--- config.mk ---
export PLATFORM = sky130hd
export DESIGN_NAME = alarm_clock_with_snooze_and_encoders_unit
export DESIGN_NICKNAME = d
export VERILOG_FILES = /design/src/rtl/acws_pkg.sv /design/src/rtl/alarm_clock_with_snooze_and_encoders_unit.sv /design/src/rtl/acws_deb_lane.sv /design/src/rtl/acws_enc_lane.sv
export SDC_FILE = /design/constraint.sdc
export NUM_CORES = 1
export LEC_CHECK = 0
export BUFFER_PORTS_ARGS = -buffer_cell sky130_fd_sc_hd__buf_4
export CORE_MARGIN = 2
export CORE_UTILIZATION = 62
export DETAILED_ROUTE_END_ITERATION = 16
export PLACE_DENSITY_LB_ADDON = 0.05
export SETUP_SLACK_MARGIN = 0.1
export SLEW_MARGIN = 40
export SYNTH_ARGS = -nofsm -noshare
export SYNTH_HDL_FRONTEND = slang
export SYNTH_SLANG_ARGS = --single-unit
--- constraint.sdc ---
create_clock -name clk -period 8.6 [get_ports clk]
set_input_delay 0.43 -clock clk [delete_from_list [all_inputs] [get_ports clk]]
set_output_delay 0.43 -clock clk [all_outputs]
set_load 0.1 [all_outputs]
--- src/rtl/acws_pkg.sv ---
// Shared types, constants and time-wrap function for the alarm clock block.
package acws_pkg;

	localparam int NUM_BUTTONS = 8;

	localparam logic [7:0]  DIV_RESET    = 8'd128;
	localparam logic [7:0]  SNOOZE_RESET = 8'd10;
	localparam logic [4:0]  ALARM_H_RESET = 5'd12;
	localparam logic [15:0] DEB_FORCE    = 16'hE000;
	localparam logic [15:0] DEB_PRESS    = 16'hFF00;
	localparam logic [1:0]  PH_DETENT    = 2'b11;
	localparam logic [1:0]  PH_UP        = 2'b01;
	localparam logic [1:0]  PH_DOWN      = 2'b10;
	localparam logic [5:0]  SEC_MAX      = 6'd59;
	localparam logic [5:0]  MIN_MAX      = 6'd59;
	localparam logic [4:0]  HOUR_MAX     = 5'd23;

	localparam int BTN_SNOOZE = 4;
	localparam int BTN_ARM    = 5;
	localparam int BTN_ALARM  = 6;
	localparam int BTN_TIME   = 7;

	typedef enum logic [0:0] {
		REG_TICK_DIVIDER   = 1'b0,
		REG_SNOOZE_SECONDS = 1'b1
	} cfg_reg_t;

	typedef enum logic [0:0] {
		KIND_TICK   = 1'b0,
		KIND_BUTTON = 1'b1
	} item_kind_t;

	typedef struct packed {
		logic       kind;
		logic [3:0] encoder_bits;
		logic [7:0] button_pins;
	} item_t;

	typedef struct packed {
		logic [4:0] clock_hours;
		logic [5:0] clock_minutes;
		logic [5:0] clock_seconds;
		logic [4:0] alarm_hours_out;
		logic [5:0] alarm_minutes_out;
		logic       alarm_enabled;
		logic       alarm_sounding;
		logic       snooze_active;
		logic       editing_time;
		logic       editing_alarm;
		logic       colon_on;
	} result_t;

	typedef struct packed {
		logic up;
		logic dn;
	} step_t;

	typedef struct packed {
		logic [4:0] h;
		logic [5:0] m;
	} hm_t;

	function automatic hm_t hm_adjust(input logic [4:0] h, input logic [5:0] m,
			input step_t dh, input step_t dm);
		logic signed [7:0] hv;
		logic signed [7:0] mv;
		hm_t r;
		hv = $signed({3'b000, h});
		mv = $signed({2'b00, m});
		if (dh.up) hv = hv + 8'sd1;
		if (dh.dn) hv = hv - 8'sd1;
		if (dm.up) mv = mv + 8'sd1;
		if (dm.dn) mv = mv - 8'sd1;
		if (mv > $signed({2'b00, MIN_MAX})) begin
			mv = 8'sd0;
			hv = hv + 8'sd1;
			if (hv > $signed({3'b000, HOUR_MAX})) hv = 8'sd0;
		end
		if (hv > $signed({3'b000, HOUR_MAX})) hv = 8'sd0;
		if (hv < 8'sd0) hv = $signed({3'b000, HOUR_MAX});
		if (mv < 8'sd0) begin
			mv = $signed({2'b00, MIN_MAX});
			hv = hv - 8'sd1;
			if (hv < 8'sd0) hv = $signed({3'b000, HOUR_MAX});
		end
		r.h = hv[4:0];
		r.m = mv[5:0];
		return r;
	endfunction

endpackage

--- src/rtl/alarm_clock_with_snooze_and_encoders_unit.sv ---
// Top level of the alarm clock: timekeeping, lane merge, alarm rules, output buffer.
// An accepted transaction's result is registered into the output register or the skid.
// Throughput: one transaction per cycle while item_stall is low; the whole state update
// of an item is combinational logic after eight debounce lanes and two encoder lanes.
// A two-entry output buffer (output register plus skid) keeps input flowing in a stall
// until the skid fills. Reset is asynchronous and active low; all state returns to the
// power-up time 00:00:00, alarm 12:00, divider 128, snooze 10, no buffered results.
module alarm_clock_with_snooze_and_encoders_unit import acws_pkg::*; (
	input  logic       clk,
	input  logic       arst_n,
	input  logic       item_valid,
	output logic       item_stall,
	input  item_t      item,
	output logic       result_valid,
	input  logic       result_stall,
	output result_t    result,
	input  logic       cfg_valid,
	output logic       cfg_ready,
	input  logic [0:0] cfg_index,
	input  logic [7:0] cfg_data
);

	logic [7:0] div_q, snooze_len_q;
	logic [7:0] tick_q, snz_cnt_q;
	logic [5:0] sec_q, min_q, amin_q;
	logic [4:0] hour_q, ahour_q;
	logic       armed_q, sound_q, snooze_q, edt_q, eda_q, colon_q, primed_q;

	logic       acc_in, acc_out, out_free;
	logic       tick_en, btn_en;
	logic [NUM_BUTTONS-1:0] press;
	step_t      step_l, step_r, no_step, st_h, st_m;

	logic [7:0] tick_n, tc, snz_n;
	logic [5:0] sec_n, min_n, amin_n, sec_inc, min_inc;
	logic [4:0] hour_n, ahour_n, hour_inc;
	logic       armed_n, sound_n, snooze_n, edt_n, eda_n, colon_n, fire;
	hm_t        clk_hm, alm_hm;
	result_t    res_n;

	logic       out_valid_q, skid_valid_q;
	result_t    out_q, skid_q;

	assign cfg_ready  = 1'b1;
	assign item_stall = skid_valid_q;
	assign acc_in     = item_valid && !skid_valid_q;
	assign acc_out    = out_valid_q && !result_stall;
	assign out_free   = !out_valid_q || acc_out;
	assign tick_en    = acc_in && (item.kind == KIND_TICK);
	assign btn_en     = acc_in && (item.kind == KIND_BUTTON);

	for (genvar b = 0; b < NUM_BUTTONS; b++) begin : g_deb
		acws_deb_lane u_deb (
			.clk   (clk),
			.arst_n(arst_n),
			.en    (btn_en),
			.pin   (item.button_pins[b]),
			.press (press[b])
		);
	end

	acws_enc_lane u_enc_l (
		.clk   (clk),
		.arst_n(arst_n),
		.en    (tick_en),
		.primed(primed_q),
		.phase (item.encoder_bits[1:0]),
		.step  (step_l)
	);

	acws_enc_lane u_enc_r (
		.clk   (clk),
		.arst_n(arst_n),
		.en    (tick_en),
		.primed(primed_q),
		.phase (item.encoder_bits[3:2]),
		.step  (step_r)
	);

	assign no_step = '0;
	assign st_h    = edt_q ? step_l : no_step;
	assign st_m    = edt_q ? step_r : no_step;

	always_comb begin
		tc       = tick_q + 8'd1;
		fire     = (tc == div_q);
		sec_inc  = sec_q;
		min_inc  = min_q;
		hour_inc = hour_q;
		colon_n  = colon_q;
		snz_n    = snz_cnt_q;
		if (fire) begin
			colon_n = !colon_q;
			if (sec_q >= SEC_MAX) begin
				sec_inc = '0;
				if (min_q >= MIN_MAX) begin
					min_inc  = '0;
					hour_inc = (hour_q >= HOUR_MAX) ? 5'd0 : hour_q + 5'd1;
				end else begin
					min_inc = min_q + 6'd1;
				end
			end else begin
				sec_inc = sec_q + 6'd1;
			end
			if (snooze_q) snz_n = snz_cnt_q + 8'd1;
		end
		clk_hm = hm_adjust(hour_inc, min_inc, st_h, st_m);
		alm_hm = hm_adjust(ahour_q, amin_q, eda_q ? step_l : no_step,
			eda_q ? step_r : no_step);

		tick_n  = tick_q;
		sec_n   = sec_q;
		min_n   = min_q;
		hour_n  = hour_q;
		amin_n  = amin_q;
		ahour_n = ahour_q;
		armed_n = armed_q;
		snooze_n = snooze_q;
		edt_n   = edt_q;
		eda_n   = eda_q;
		if (item.kind == KIND_TICK) begin
			tick_n  = fire ? 8'd0 : tc;
			sec_n   = (st_h.up || st_h.dn || st_m.up || st_m.dn) ? 6'd0 : sec_inc;
			min_n   = clk_hm.m;
			hour_n  = clk_hm.h;
			amin_n  = alm_hm.m;
			ahour_n = alm_hm.h;
		end else begin
			colon_n = colon_q;
			snz_n   = snz_cnt_q;
			if (press[BTN_SNOOZE]) snooze_n = !snooze_n;
			if (press[BTN_ARM]) armed_n = !armed_n;
			if (press[BTN_ALARM]) begin
				eda_n = !eda_n;
				edt_n = 1'b0;
			end
			if (press[BTN_TIME]) begin
				edt_n = !edt_n;
				eda_n = 1'b0;
			end
		end

		sound_n = sound_q;
		if (!sound_q) begin
			if (armed_n && (hour_n == ahour_n) && (min_n == amin_n)) sound_n = 1'b1;
		end else if (!armed_n) begin
			sound_n = 1'b0;
		end
		if (snooze_n) sound_n = 1'b0;
		if (snz_n == snooze_len_q) begin
			sound_n  = 1'b1;
			snooze_n = 1'b0;
			snz_n    = '0;
		end

		res_n.clock_hours       = hour_n;
		res_n.clock_minutes     = min_n;
		res_n.clock_seconds     = sec_n;
		res_n.alarm_hours_out   = ahour_n;
		res_n.alarm_minutes_out = amin_n;
		res_n.alarm_enabled     = armed_n;
		res_n.alarm_sounding    = sound_n;
		res_n.snooze_active     = snooze_n;
		res_n.editing_time      = edt_n;
		res_n.editing_alarm     = eda_n;
		res_n.colon_on          = colon_n;
	end

	always_ff @(posedge clk or negedge arst_n) begin
		if (!arst_n) begin
			div_q        <= DIV_RESET;
			snooze_len_q <= SNOOZE_RESET;
		end else if (cfg_valid && cfg_ready) begin
			case (cfg_reg_t'(cfg_index))
				REG_TICK_DIVIDER:   div_q        <= cfg_data;
				REG_SNOOZE_SECONDS: snooze_len_q <= cfg_data;
				default: ;
			endcase
		end
	end

	always_ff @(posedge clk or negedge arst_n) begin
		if (!arst_n) begin
			tick_q    <= '0;
			sec_q     <= '0;
			min_q     <= '0;
			hour_q    <= '0;
			ahour_q   <= ALARM_H_RESET;
			amin_q    <= '0;
			armed_q   <= 1'b0;
			sound_q   <= 1'b0;
			snooze_q  <= 1'b0;
			snz_cnt_q <= '0;
			edt_q     <= 1'b0;
			eda_q     <= 1'b0;
			colon_q   <= 1'b1;
			primed_q  <= 1'b0;
		end else if (acc_in) begin
			tick_q    <= tick_n;
			sec_q     <= sec_n;
			min_q     <= min_n;
			hour_q    <= hour_n;
			ahour_q   <= ahour_n;
			amin_q    <= amin_n;
			armed_q   <= armed_n;
			sound_q   <= sound_n;
			snooze_q  <= snooze_n;
			snz_cnt_q <= snz_n;
			edt_q     <= edt_n;
			eda_q     <= eda_n;
			colon_q   <= colon_n;
			if (item.kind == KIND_TICK) primed_q <= 1'b1;
		end
	end

	always_ff @(posedge clk or negedge arst_n) begin
		if (!arst_n) begin
			out_valid_q  <= 1'b0;
			skid_valid_q <= 1'b0;
		end else if (out_free) begin
			if (skid_valid_q) begin
				out_valid_q  <= 1'b1;
				skid_valid_q <= acc_in;
			end else begin
				out_valid_q  <= acc_in;
			end
		end else if (acc_in) begin
			skid_valid_q <= 1'b1;
		end
	end

	always_ff @(posedge clk) begin
		if (out_free) begin
			if (skid_valid_q) begin
				out_q <= skid_q;
				if (acc_in) skid_q <= res_n;
			end else if (acc_in) begin
				out_q <= res_n;
			end
		end else if (acc_in) begin
			skid_q <= res_n;
		end
	end

	assign result_valid = out_valid_q;
	assign result       = out_q;

endmodule

--- src/rtl/acws_deb_lane.sv ---
// One button debounce lane: 16-bit shift history and press detect.
module acws_deb_lane import acws_pkg::*; (
	input  logic clk,
	input  logic arst_n,
	input  logic en,
	input  logic pin,
	output logic press
);

	logic [15:0] hist_q;
	logic [15:0] hist_nxt;

	assign hist_nxt = {hist_q[14:0], pin} | DEB_FORCE;
	assign press    = (hist_nxt == DEB_PRESS);

	always_ff @(posedge clk or negedge arst_n) begin
		if (!arst_n) begin
			hist_q <= '0;
		end else if (en) begin
			hist_q <= hist_nxt;
		end
	end

endmodule

--- src/rtl/acws_enc_lane.sv ---
// One quadrature encoder lane: previous phase and step direction decode.
module acws_enc_lane import acws_pkg::*; (
	input  logic       clk,
	input  logic       arst_n,
	input  logic       en,
	input  logic       primed,
	input  logic [1:0] phase,
	output step_t      step
);

	logic [1:0] prev_q;
	logic [1:0] prev_eff;

	assign prev_eff = primed ? prev_q : phase;
	assign step.up  = (phase == PH_DETENT) && (prev_eff == PH_UP);
	assign step.dn  = (phase == PH_DETENT) && (prev_eff == PH_DOWN);

	always_ff @(posedge clk or negedge arst_n) begin
		if (!arst_n) begin
			prev_q <= '0;
		end else if (en) begin
			prev_q <= phase;
		end
	end

endmodule
==> impl_metrics.tcl <==
set metrics [dict create \
    status "finished, violations left" \
    violations "hold timing" \
    clk_latency_ps 450 \
    grt_start_max_net_pins 71 \
    final_cells 1504 \
    fp.coreArea_sq_um 18800 \
    async_flop_share_pct 64.0 \
    numCtsBuffers 17 \
    postPlaceCellArea_sq_um 12500 \
    fp.dieArea_sq_um 20300 \
    cpPeakStageDelay_ps 450 \
    timing.fmax_mhz 128 \
    setup_viol 0 \
    fillCellCount 1479 \
    grt_usage_pct 29.4 \
    num_vias 9593 \
    ys_warn_count 0 \
    crit_path_top_delay_cell "a41oi_1" \
    critPathCaptureType "flop" \
    powerDensity_nw_per_um2 242 \
    routed_wl_um 28600 \
    ir_drop_mv 0.147 \
    whs_ps -2.62 \
    drc 0 \
    syn_area_per_cell_sq_um 9.58 \
    finalWorstPathRequiredPeriod_ps 7810 \
    min_path_type "primary input to asynchronous set/reset pin" \
    maxCapViolCount 0 \
    dp.cells 1472 \
    cts_setup_buffers 0 \
    fin_worst_skew_ps 13.3 \
    place_hpwl_um 20400 \
    hold_viol 1 \
    htreeDepth 4 \
    mostFrequentLayoutCell "nand2_1" \
    gp_congestion 0.950 \
    ff_latch_area_sq_um 5080 \
    drtIter0Drc 798 \
    fin_area_sq_um 13100 \
    die_h_um 142 \
    drive_above_1_share_pct 19.1 \
    clock-sinks 189 \
    cp.arrival_ps 7970 \
    grt_pass1_wl_um 47400 \
    nets 1301 \
    ys_types 87 \
    slew_viol_final 0 \
    rrSetupSlack_ps 790 \
    rows 50 \
    via_per_inst 6.38 \
    synth.net_count 1282 \
    cp_max_fo 8 \
    setup.worst_path.class "flop to flop" \
    overflow 0 \
    synth-edff-count 68 \
    cts_tree "built" \
    synth_ff_type "dfrtp_1" \
    clkSlewWorstSetupHoldPaths_ps 80 \
    ant_nets 0 \
    port_buffers 58 \
    start_kind "flop" \
    ys_seq_area_share_pct 42.8 \
    crit_required_ps 8770 \
    rsz0062_at_grt "no" \
    setup-tns-final_ps 0 \
    die_w_um 142 \
    initial_core_util_pct 63.2 \
    clockBufferDepth 2 \
    ctsRootBufferMaster "clkbuf_16" \
    netlist_area_sq_um 11900 \
    power_uw 3170 \
    tightestPinTransition_ps 806 \
    dr.pass1.iters 5 \
    ys_ff_latch 189 \
    area.growth.synth_to_final_pct 10.4 \
    p_leak_uw 0.00522 \
    final_cell_mix "nand2_1 (154), dfrtp_1 (115), mux2_2 (98)" \
    multi_input_area_sq_um 6460 \
    syn_inst 1238 \
    grt_pass1_vias 9342 \
    wl_per_cell_um 19.0 \
    slew-limit-headroom_pct 45.9 \
    antenna_found_initial 0 \
    period_share_pct 90.8 \
    antenna_cells 0 \
    pin_count 64 \
]
## final timing paths
kind | cells past startpoint | startpoint | endpoint
min in group clk | 2 | cfg_data[5] | snooze_len_q[5]
max reg2reg | 33 | tick_q[0] | result[4]
min reg2reg | 1 | colon_q | colon_q
max in group asynchronous | 2 | arst_n | div_q[5]
min | 1 | arst_n | g_deb[7].u_deb.hist_q[6]
max | 33 | tick_q[0] | result[4]
## cells by family after synthesis
family	after synthesis	share of synthesized area, %
AOI/OAI and AO/OA	274	15.3
xor gates and xnor gates	70	5.23
adders and majority gates	17	1.79
buffers and inverters	94	3.20
DFF	189	42.8
muxes	119	11.2
other	1	0.0316
and+or+nand+nor	474	20.5
## worst max-delay path, delay by kind of cell (launching register included)
family / cells / cell delay [ps]
mux: 1 / 350
xor+xnor: 1 / 200
compound gates: 11 / 2560
flops: 1 / 440
fa+ha+maj: 4 / 880
simple gates: 16 / 3100
## Yosys cell counts, types with 7 or more instances
cell,number,area (sq um)
nor4_1,18,113
nand3_1,36,180
ha_1,17,213
or2_2,9,56.3
nand4_1,21,131
or4_1,7,52.6
a211oi_1,10,75.1
a21o_1,13,97.6
nand2_1,155,582
nand2b_1,25,156
xnor2_1,52,455
dfrtp_1,115,2880
and4_1,10,87.6
nor3_1,28,140
o211ai_1,8,60.1
and3_1,19,119
a21oi_1,42,210
nor2_1,72,270
nand3b_1,9,67.6
edfxtp_1,68,2040
mux2i_1,19,190
clkbuf_1,53,199
xor2_1,17,149
a22oi_1,7,52.6
o31ai_1,16,120
a31oi_1,22,138
inv_1,23,86.3
o21ai_0,87,435
or3_1,15,93.8
nor2b_1,12,75.1
mux2_2,98,1100
buf_1,9,33.8
and2_1,9,56.3
## where the power goes
group / internal [uW] / switching [uW] / leakage (uW)
Sequential: 1140 / 198 / 0.00218
Combinational: 408 / 618 / 0.00274
Clock: 398 / 414 / 0.000299
## timing repair
action                     in CTS  in global routing
resized for setup               0                  2
hold buffers                    0                  0
setup endpoints to repair       0                  1
## registers in the layout, summed over array words and instances, names as in the netlist, 8 cells and up
name,count
div_q,8
g_deb.u_deb.hist_q,48
result,34
skid_q,34
snooze_len_q,8
snz_cnt_q,8
tick_q,8
## metal layers
metal	track usage, %	routed length [um]	up-vias
met5	0	0	-
li1	-	-	4603
met1	39.9	12800	4665
met4	9.22	653	0
met2	48.8	13700	281
met3	4.74	1460	44
## cell type report
| class | instances | share of cell area (%) |
|---|---|---|
| Multi-Input combinational cell | 955 | 49.3 |
| Sequential cell | 189 | 38.8 |
| Timing Repair Buffer | 71 | 4.27 |
| Clock buffer | 17 | 3.25 |
| Tap cell | 234 | 2.24 |
| Clock inverter | 15 | 1.48 |
| Inverter | 23 | 0.659 |
## through the flow
| stage | worst slack [ps] | util [%] | hold WS (ps) |
|---|---|---|---|
| 2_1_floorplan | 2050 | - | 134 |
| 3_3_place_gp | 990 | 66.0 | 476 |
| 3_5_place_dp | 940 | 66.4 | 484 |
| 4_1_cts | 846 | 69.7 | 19.2 |
| 5_1_grt | 190 | 69.8 | 40.6 |
| 6_report | 791 | 69.8 | -2.62 |
No activity file was read; power rests on OpenSTA's default activity.
